`src/rtl/mer_pkg.sv`:
```
// Package for the midpoint ellipse rasteriser.
// Holds the default coordinate width, the point beats per step and the sequencer state type.
// No dependencies.
package mer_pkg;

   localparam int COORD_BITS_DEF = 10;
   localparam int BEATS_PER_STEP = 4;

   typedef enum logic [13:0] {
      ST_IDLE   = 14'b00000000000001,
      ST_RX     = 14'b00000000000010,
      ST_RY     = 14'b00000000000100,
      ST_RXRY   = 14'b00000000001000,
      ST_INIT   = 14'b00000000010000,
      ST_P1     = 14'b00000000100000,
      ST_P2     = 14'b00000001000000,
      ST_UPD    = 14'b00000010000000,
      ST_R2_A   = 14'b00000100000000,
      ST_R2_B   = 14'b00001000000000,
      ST_R2_C   = 14'b00010000000000,
      ST_R2_D   = 14'b00100000000000,
      ST_R2_E   = 14'b01000000000000,
      ST_R2_F   = 14'b10000000000000
   } mer_state_type;

endpackage

```
`src/rtl/midpoint_ellipse_rasterizer.sv`:
```
// Midpoint ellipse rasteriser, top level.
// Depends on mer_pkg (state type, default coordinate width, beats per step).
//
// A start beat (opcode 0) latches centre and radii and sets up the decision value
// through states RX, RY, RXRY and INIT. A step beat (opcode 1) on an active figure
// advances the walker through P1, P2 and UPD, and also through R2_A to R2_F on the step
// that crosses from region 1 to region 2, then hands out its four symmetric points as
// four result beats, the fourth with step_last and, on the final step, figure_done.
// All products go through one registered signed multiplier of 2*COORD_BITS+5 bits per
// operand. A step on an idle block is taken and gives no beats.
module midpoint_ellipse_rasterizer
   import mer_pkg::*;
#(
   parameter int COORD_BITS = COORD_BITS_DEF
) (
   input  logic                         clock,
   input  logic                         reset,
   input  logic                         req_valid,
   output logic                         req_stall,
   input  logic                         req_opcode,
   input  logic [COORD_BITS-1:0]        req_center_x,
   input  logic [COORD_BITS-1:0]        req_center_y,
   input  logic [COORD_BITS-1:0]        req_radius_x,
   input  logic [COORD_BITS-1:0]        req_radius_y,
   output logic                         rsp_valid,
   input  logic                         rsp_stall,
   output logic signed [COORD_BITS+1:0] rsp_point_x,
   output logic signed [COORD_BITS+1:0] rsp_point_y,
   output logic                         rsp_step_last,
   output logic                         rsp_figure_done
);

   localparam int CW = COORD_BITS + 2;       // position / point width
   localparam int SW = 2 * COORD_BITS;       // squared radius width
   localparam int MW = 2 * COORD_BITS + 5;   // multiplier operand width
   localparam int DW = 4 * COORD_BITS + 8;   // decision width
   localparam int BW = $clog2(BEATS_PER_STEP) + 1;
   localparam logic [BW-1:0] LAST_BEAT = BW'(BEATS_PER_STEP);
   localparam logic signed [CW-1:0] ONE_C = CW'(1);
   localparam logic signed [CW:0]   ONE_W = (CW + 1)'(1);

   mer_state_type            state_ff, state_in;
   logic                     active_ff, active_in;
   logic                     reg2_ff, reg2_in;
   logic                     br_ff, br_in;
   logic signed [CW-1:0]     x_ff, x_in, y_ff, y_in;
   logic signed [CW-1:0]     ox_ff, ox_in, oy_ff, oy_in;
   logic [COORD_BITS-1:0]    cx_ff, cx_in, cy_ff, cy_in, rad_ff, rad_in;
   logic [SW-1:0]            rx2_ff, rx2_in, ry2_ff, ry2_in;
   logic signed [DW-1:0]     d_ff, d_in, p1_ff, p1_in, acc_ff, acc_in, prod_ff, prod_in;
   logic [BW-1:0]            beat_ff, beat_in;
   logic                     rsp_valid_ff, rsp_valid_in;
   logic signed [CW-1:0]     px_ff, px_in, py_ff, py_in;
   logic                     last_ff, last_in, done_ff, done_in;

   logic signed [MW-1:0]     mul_a, mul_b;
   logic signed [2*MW-1:0]   mul_p;
   logic signed [DW-1:0]     rx2_w, ry2_w, delta;
   logic signed [CW:0]       a_w, b_w;
   logic [BW-2:0]            idx;
   logic                     take, load, stay, emit;

   assign req_stall = (state_ff != ST_IDLE) || (beat_ff != '0);
   assign take      = req_valid && !req_stall;
   assign emit      = state_ff == ST_IDLE && beat_ff != '0;
   assign load      = emit && (!rsp_valid_ff || !rsp_stall);
   assign idx       = beat_ff[BW-2:0] - (BW - 1)'(1);

   assign rx2_w = DW'(rx2_ff);
   assign ry2_w = DW'(ry2_ff);
   assign a_w   = {x_ff, 1'b1};
   assign b_w   = (CW + 1)'(y_ff) - ONE_W;
   assign mul_p = mul_a * mul_b;

   always_comb begin
      mul_a = '0;
      mul_b = '0;
      case (state_ff)
         ST_RX: begin
            mul_a = MW'(rad_ff);
            mul_b = MW'(rad_ff);
         end
         ST_RY: begin
            mul_a = MW'(y_ff);
            mul_b = MW'(y_ff);
         end
         ST_RXRY: begin
            mul_a = MW'(rx2_ff);
            mul_b = MW'(y_ff);
         end
         ST_P1: begin
            mul_a = MW'(ry2_ff);
            mul_b = MW'(x_ff);
         end
         ST_P2: begin
            mul_a = MW'(rx2_ff);
            mul_b = MW'(y_ff);
         end
         ST_R2_A: begin
            mul_a = MW'(a_w);
            mul_b = MW'(a_w);
         end
         ST_R2_B: begin
            mul_a = MW'(ry2_ff);
            mul_b = prod_ff[MW-1:0];
         end
         ST_R2_C: begin
            mul_a = MW'(b_w);
            mul_b = MW'(b_w);
         end
         ST_R2_D: begin
            mul_a = MW'(rx2_ff);
            mul_b = prod_ff[MW-1:0];
         end
         ST_R2_E: begin
            mul_a = MW'(rx2_ff);
            mul_b = MW'(ry2_ff);
         end
         default: begin
            mul_a = '0;
            mul_b = '0;
         end
      endcase
   end

   // decision update after one advance; prod_ff holds rx2*y, p1_ff holds ry2*x
   always_comb begin
      delta = '0;
      if (!reg2_ff || !br_ff) begin
         delta = delta + (p1_ff <<< 3);
      end
      if (reg2_ff || br_ff) begin
         delta = delta - (prod_ff <<< 3);
      end
      if (!reg2_ff) begin
         delta = delta + (ry2_w <<< 2);
      end else if (br_ff) begin
         delta = delta - (rx2_w <<< 2);
      end else begin
         delta = delta + (rx2_w <<< 2);
      end
   end

   assign stay = !y_ff[CW-1] && (p1_ff <= prod_ff);

   always_comb begin
      state_in     = state_ff;
      active_in    = active_ff;
      reg2_in      = reg2_ff;
      br_in        = br_ff;
      x_in         = x_ff;
      y_in         = y_ff;
      ox_in        = ox_ff;
      oy_in        = oy_ff;
      cx_in        = cx_ff;
      cy_in        = cy_ff;
      rad_in       = rad_ff;
      rx2_in       = rx2_ff;
      ry2_in       = ry2_ff;
      d_in         = d_ff;
      p1_in        = p1_ff;
      acc_in       = acc_ff;
      prod_in      = mul_p[DW-1:0];
      beat_in      = beat_ff;
      rsp_valid_in = rsp_valid_ff && rsp_stall;
      px_in        = px_ff;
      py_in        = py_ff;
      last_in      = last_ff;
      done_in      = done_ff;

      if (load) begin
         rsp_valid_in = 1'b1;
         px_in   = idx[0] ? CW'(cx_ff) - ox_ff : CW'(cx_ff) + ox_ff;
         py_in   = idx[1] ? CW'(cy_ff) - oy_ff : CW'(cy_ff) + oy_ff;
         last_in = beat_ff == LAST_BEAT;
         done_in = beat_ff == LAST_BEAT && !active_ff;
         beat_in = beat_ff + BW'(1);
      end

      case (state_ff)
         ST_IDLE: begin
            if (take) begin
               if (!req_opcode) begin
                  cx_in     = req_center_x;
                  cy_in     = req_center_y;
                  rad_in    = req_radius_x;
                  x_in      = '0;
                  y_in      = CW'(req_radius_y);
                  reg2_in   = 1'b0;
                  active_in = 1'b0;
                  state_in  = ST_RX;
               end else if (active_ff) begin
                  ox_in = x_ff;
                  oy_in = y_ff;
                  if (!reg2_ff) begin
                     br_in = !d_ff[DW-1];
                     x_in  = x_ff + ONE_C;
                     if (!d_ff[DW-1]) begin
                        y_in = y_ff - ONE_C;
                     end
                  end else begin
                     br_in = d_ff > 0;
                     y_in  = y_ff - ONE_C;
                     if (!(d_ff > 0)) begin
                        x_in = x_ff + ONE_C;
                     end
                  end
                  state_in = ST_P1;
               end
            end
         end
         ST_RX:   state_in = ST_RY;
         ST_RY: begin
            rx2_in   = prod_ff[SW-1:0];
            state_in = ST_RXRY;
         end
         ST_RXRY: begin
            ry2_in   = prod_ff[SW-1:0];
            state_in = ST_INIT;
         end
         ST_INIT: begin
            d_in      = (ry2_w <<< 2) - (prod_ff <<< 2) + rx2_w;
            active_in = 1'b1;
            state_in  = ST_IDLE;
         end
         ST_P1:   state_in = ST_P2;
         ST_P2: begin
            p1_in    = prod_ff;
            state_in = ST_UPD;
         end
         ST_UPD: begin
            d_in = d_ff + delta;
            if (reg2_ff) begin
               active_in = !y_ff[CW-1];
               beat_in   = BW'(1);
               state_in  = ST_IDLE;
            end else if (stay) begin
               beat_in  = BW'(1);
               state_in = ST_IDLE;
            end else begin
               reg2_in  = 1'b1;
               state_in = ST_R2_A;
            end
         end
         ST_R2_A: state_in = ST_R2_B;
         ST_R2_B: state_in = ST_R2_C;
         ST_R2_C: begin
            acc_in   = prod_ff;
            state_in = ST_R2_D;
         end
         ST_R2_D: state_in = ST_R2_E;
         ST_R2_E: begin
            acc_in   = acc_ff + (prod_ff <<< 2);
            state_in = ST_R2_F;
         end
         ST_R2_F: begin
            d_in      = acc_ff - (prod_ff <<< 2);
            active_in = !y_ff[CW-1];
            beat_in   = BW'(1);
            state_in  = ST_IDLE;
         end
         default: state_in = ST_IDLE;
      endcase

      // beat counter wraps to zero after the fourth point
      if (load && beat_ff == LAST_BEAT) begin
         beat_in = '0;
      end
   end

   // beat_ff: 0 = nothing to send, 1..4 = next point index plus one
   always_ff @(posedge clock) begin
      if (reset) begin
         state_ff     <= ST_IDLE;
         active_ff    <= 1'b0;
         reg2_ff      <= 1'b0;
         beat_ff      <= '0;
         rsp_valid_ff <= 1'b0;
      end else begin
         state_ff     <= state_in;
         active_ff    <= active_in;
         reg2_ff      <= reg2_in;
         beat_ff      <= beat_in;
         rsp_valid_ff <= rsp_valid_in;
      end
   end

   always_ff @(posedge clock) begin
      br_ff   <= br_in;
      x_ff    <= x_in;
      y_ff    <= y_in;
      ox_ff   <= ox_in;
      oy_ff   <= oy_in;
      cx_ff   <= cx_in;
      cy_ff   <= cy_in;
      rad_ff  <= rad_in;
      rx2_ff  <= rx2_in;
      ry2_ff  <= ry2_in;
      d_ff    <= d_in;
      p1_ff   <= p1_in;
      acc_ff  <= acc_in;
      prod_ff <= prod_in;
      px_ff   <= px_in;
      py_ff   <= py_in;
      last_ff <= last_in;
      done_ff <= done_in;
   end

   assign rsp_valid       = rsp_valid_ff;
   assign rsp_point_x     = px_ff;
   assign rsp_point_y     = py_ff;
   assign rsp_step_last   = last_ff;
   assign rsp_figure_done = done_ff;

   a_done_on_last: assert property (@(posedge clock) disable iff (reset)
      rsp_valid && rsp_figure_done |-> rsp_step_last)
      else $error("figure_done without step_last");

   a_init_active: assert property (@(posedge clock) disable iff (reset)
      state_ff == ST_INIT |=> active_ff && !reg2_ff)
      else $error("start did not arm region 1");

   a_idle_y: assert property (@(posedge clock) disable iff (reset)
      state_ff == ST_IDLE && active_ff |-> !y_ff[CW-1])
      else $error("active walker below the axis");

   a_no_take_busy: assert property (@(posedge clock) disable iff (reset)
      beat_ff != '0 |-> req_stall)
      else $error("request taken while points pending");

endmodule

```
`config.mk`:
```
export PLATFORM = sky130hd
export DESIGN_NAME = midpoint_ellipse_rasterizer
export DESIGN_NICKNAME = d
export VERILOG_FILES = /design/src/rtl/mer_pkg.sv /design/src/rtl/midpoint_ellipse_rasterizer.sv
export SDC_FILE = /design/constraint.sdc
export NUM_CORES = 2
export LEC_CHECK = 0
export BUFFER_PORTS_ARGS = -buffer_cell sky130_fd_sc_hd__buf_2
export CAP_MARGIN = 20
export CORE_MARGIN = 2
export CORE_UTILIZATION = 55
export CTS_BUF_LIST = sky130_fd_sc_hd__clkbuf_8
export CTS_CLUSTER_DIAMETER = 50
export DETAILED_ROUTE_END_ITERATION = 12
export PLACE_DENSITY = 0.79
export SYNTH_ARGS = -nofsm -noshare
export SYNTH_HDL_FRONTEND = slang
export SYNTH_SLANG_ARGS = --single-unit
```
`constraint.sdc`:
```
create_clock -name clock -period 16.05 [get_ports clock]
set_clock_uncertainty 0.15 [all_clocks]
set_input_delay 4.815 -clock clock [delete_from_list [all_inputs] [get_ports clock]]
set_output_delay 4.815 -clock clock [all_outputs]
set_load 0.05 [all_outputs]
```
==> out/qor.yml <==
yosysSeqAreaShare: 0.193
core_um2: 93600
yosys_most_used_dff: "edfxtp_1"
avgSynthCellArea_um2: 8.78
critPathKind: "register to register"
slew_headroom: 0.192
first_iter_violations: 5257
finalHoldViolCount: 0
avgRoutedWirePerCell_um: 22.1
grt_util_met2: 0.510
start_kind: "register"
path_max_fanout: 27
rows: 112
io_buffers: 72
synth-edff-count: 289
ant_nets: 0
syn-cell-area_um2: 52100
syn-num-nets: 7057
switchingPower_w: 0.000611
fin_util: 0.593
routabilityCongestion: 1.05
reg2reg_depth: 33
die_h_um: 312
grt_pass1_wl_um: 250000
pwr-share-seq: 0.471
max_freq_mhz: 87.2
postCtsSetupBuffers: 0
use_met1: 0.449
vias: 44081
worst_pin_slew_ps: 1200
status: "completed"
die_area_um2: 97200
die_w_um: 312
synthCells: 5931
grt_pass1_vias: 44629
r2r_start: "state_ff[0]$_SDFFE_PP1P_"
synth_compound_area_frac: 0.166
yosys.area_share.simple: 0.148
mostFrequentLayoutCell: "inv_1"
synth-xor-area-share: 0.0654
clkPwrFrac: 0.438
antenna_found_initial: 5
top_usage_layer: "met2"
ctsHoldBuffers: 0
synth_top_family_by_area: "adder cells"
rrSetupSlack_ps: 4580
clockBufferDepth: 3
cts_resized: 0
internal-power_w: 0.00161
ys_ff_latch: 357
clk_latency_ps: 730
dpl.hpwl_um: 128000
hp-start: "prod_ff[46]$_DFF_P_"
finalSetupViolations: 0
initial_core_util: 0.556
hold_path_end: "p1_ff[46]$_DFFE_PP_"
root_buffer: "clkbuf_8"
drcViolationCount: 0
cts_tree: "done"
required_ps: 16460
ys_warn_count: 0
drtPass1Iterations: 12
grt_setup_unrepaired: "no"
grt_max_degree: 96
grtUsageTotal: 0.331
fin_nets: 7063
async_flop_share: 0
arrival_ps: 11880
hold_class: "register to register"
cts_sinks: 357
final_cell_mix: "inv_1, fa_1, nand2_1"
ios: 73
p_total_w: 0.00222
crit_path_end_kind: "register"
grt_overflow_total: 0
path_clk_slew_ps: 70
use_met3: 0.0771
power.density_nw_per_um2: 40.0
cap_violations: 0
synth_cell_types: 94
p_comb_frac: 0.091
synthAdderAreaFrac: 0.347
routed_wl_um: 160000
min_period_over_period: 0.715
holdPathStages: 0
htree_num_levels: 3
power_switching_share: 0.276
final_max_slew_viol_count: 0
crit_slowest_cell: "o21ai_1"
crit_top_cell: "fa_1"
viasPerCell: 6.08
drive_gt1_frac: 0.0593
crit_path_max_incr_delay_ps: 850
synth.area.mux_share: 0.00372
power_leakage_nw: 25.5
area_growth_pct: 6.52
ir_worst_vdd_mv: 0.0532
worstReg2RegEnd: "prod_ff[47]$_DFF_P_"
cts_made_buffers: 69
tns_ps: 0
period_minus_slack_ps: 11470
layer usage:
metal | vias up | share of wire
met5 | - | 0.000075
met4 | 2 | 0.045
met3 | 433 | 0.12
met1 | 21330 | 0.40
met2 | 2332 | 0.44
li1 | 19984 | -
kinds of logic after synthesis:
group,Yosys count
compound gates,1335
xor+xnor,389
fa+ha+maj,1081
buf+inv,1080
flops,357
mux,19
simple gates,1670
critical path: cells and delay by family (launching register included):
family                   cells  cell delay, ps
AO/OA/AOI/OAI               10            3400
XOR/XNOR                     1             130
adder cells (fa/ha/maj)      8            3910
buffers and inverters        7             950
flip-flops                   1             350
AND/OR/NAND/NOR              7            2410
power groups by stage:
stage | logic [W] | registers (W) | clock network (W)
after floorplan | 0.000123 | 0.00108 | 0
after global placement | 0.000190 | 0.00106 | 0
after detailed placement | 0.000197 | 0.00106 | 0
after CTS | 0.000199 | 0.00104 | 0.000984
after global routing | 0.000219 | 0.00105 | 0.00102
final | 0.000202 | 0.00105 | 0.000970
registers in the layout, indices dropped and copies added, names as in the netlist, 14 cells and up:
name	cells
d_ff	48
state_ff	14
prod_ff	48
acc_ff	48
p1_ff	48
ry2_ff	20
rx2_ff	20
Yosys cell counts, types with 32 or more instances:
cell type | instances | area [µm²]
edfxtp_1 | 289 | 8680
fa_1 | 604 | 12100
o21a_1 | 58 | 435
nor2_1 | 492 | 1850
nand2_1 | 588 | 2210
nand2b_1 | 57 | 357
xnor2_1 | 277 | 2430
nor4_1 | 42 | 263
clkbuf_1 | 212 | 796
nor3_1 | 67 | 335
o21bai_1 | 51 | 383
a21o_1 | 147 | 1100
or3_1 | 38 | 238
nor2b_1 | 55 | 344
nand3_1 | 83 | 415
inv_1 | 851 | 3190
a22oi_1 | 47 | 353
dfxtp_1 | 68 | 1360
a211oi_1 | 42 | 315
o21ai_0 | 292 | 1460
ha_1 | 477 | 5970
and2_1 | 88 | 551
a21oi_1 | 374 | 1870
a31oi_1 | 32 | 200
nand4_1 | 49 | 307
xor2_1 | 112 | 981
area by class of cell:
cell class                 count  area, µm²
tap                         1254       1570
clock inverter                47        378
inverter                     852       3200
fill                        8151      38100
timing repair buffer         163       1080
clock buffer                  78       1070
multi-input combinational   4494      38100
sequential                   357      10000
antenna                        3       7.51
worst max-delay path by stage:
stage,from,to,depth (start not counted)
after floorplan,state_ff[9]$_SDFFE_PP0P_,prod_ff[47]$_DFF_P_,36
after global placement,state_ff[1]$_SDFFE_PP0P_,prod_ff[47]$_DFF_P_,33
after detailed placement,state_ff[1]$_SDFFE_PP0P_,prod_ff[46]$_DFF_P_,38
after CTS,state_ff[5]$_SDFFE_PP0P_,prod_ff[47]$_DFF_P_,35
after global routing,state_ff[5]$_SDFFE_PP0P_,prod_ff[46]$_DFF_P_,40
final,state_ff[0]$_SDFFE_PP1P_,prod_ff[47]$_DFF_P_,33
stage by stage:
stage                     instances  setup WS (ps)  hold slack [ps]  cell area [µm²]
after floorplan                5931           3130              274            52100
after detailed placement       7116           4900              331            53900
after CTS                      7241           4840              345            55400
final                          7248           4580              333            55500
after global placement         7116           5070              330            53900
after global routing           7246           3980              354            55500
Note: power is estimated with default switching activity, not from simulation.
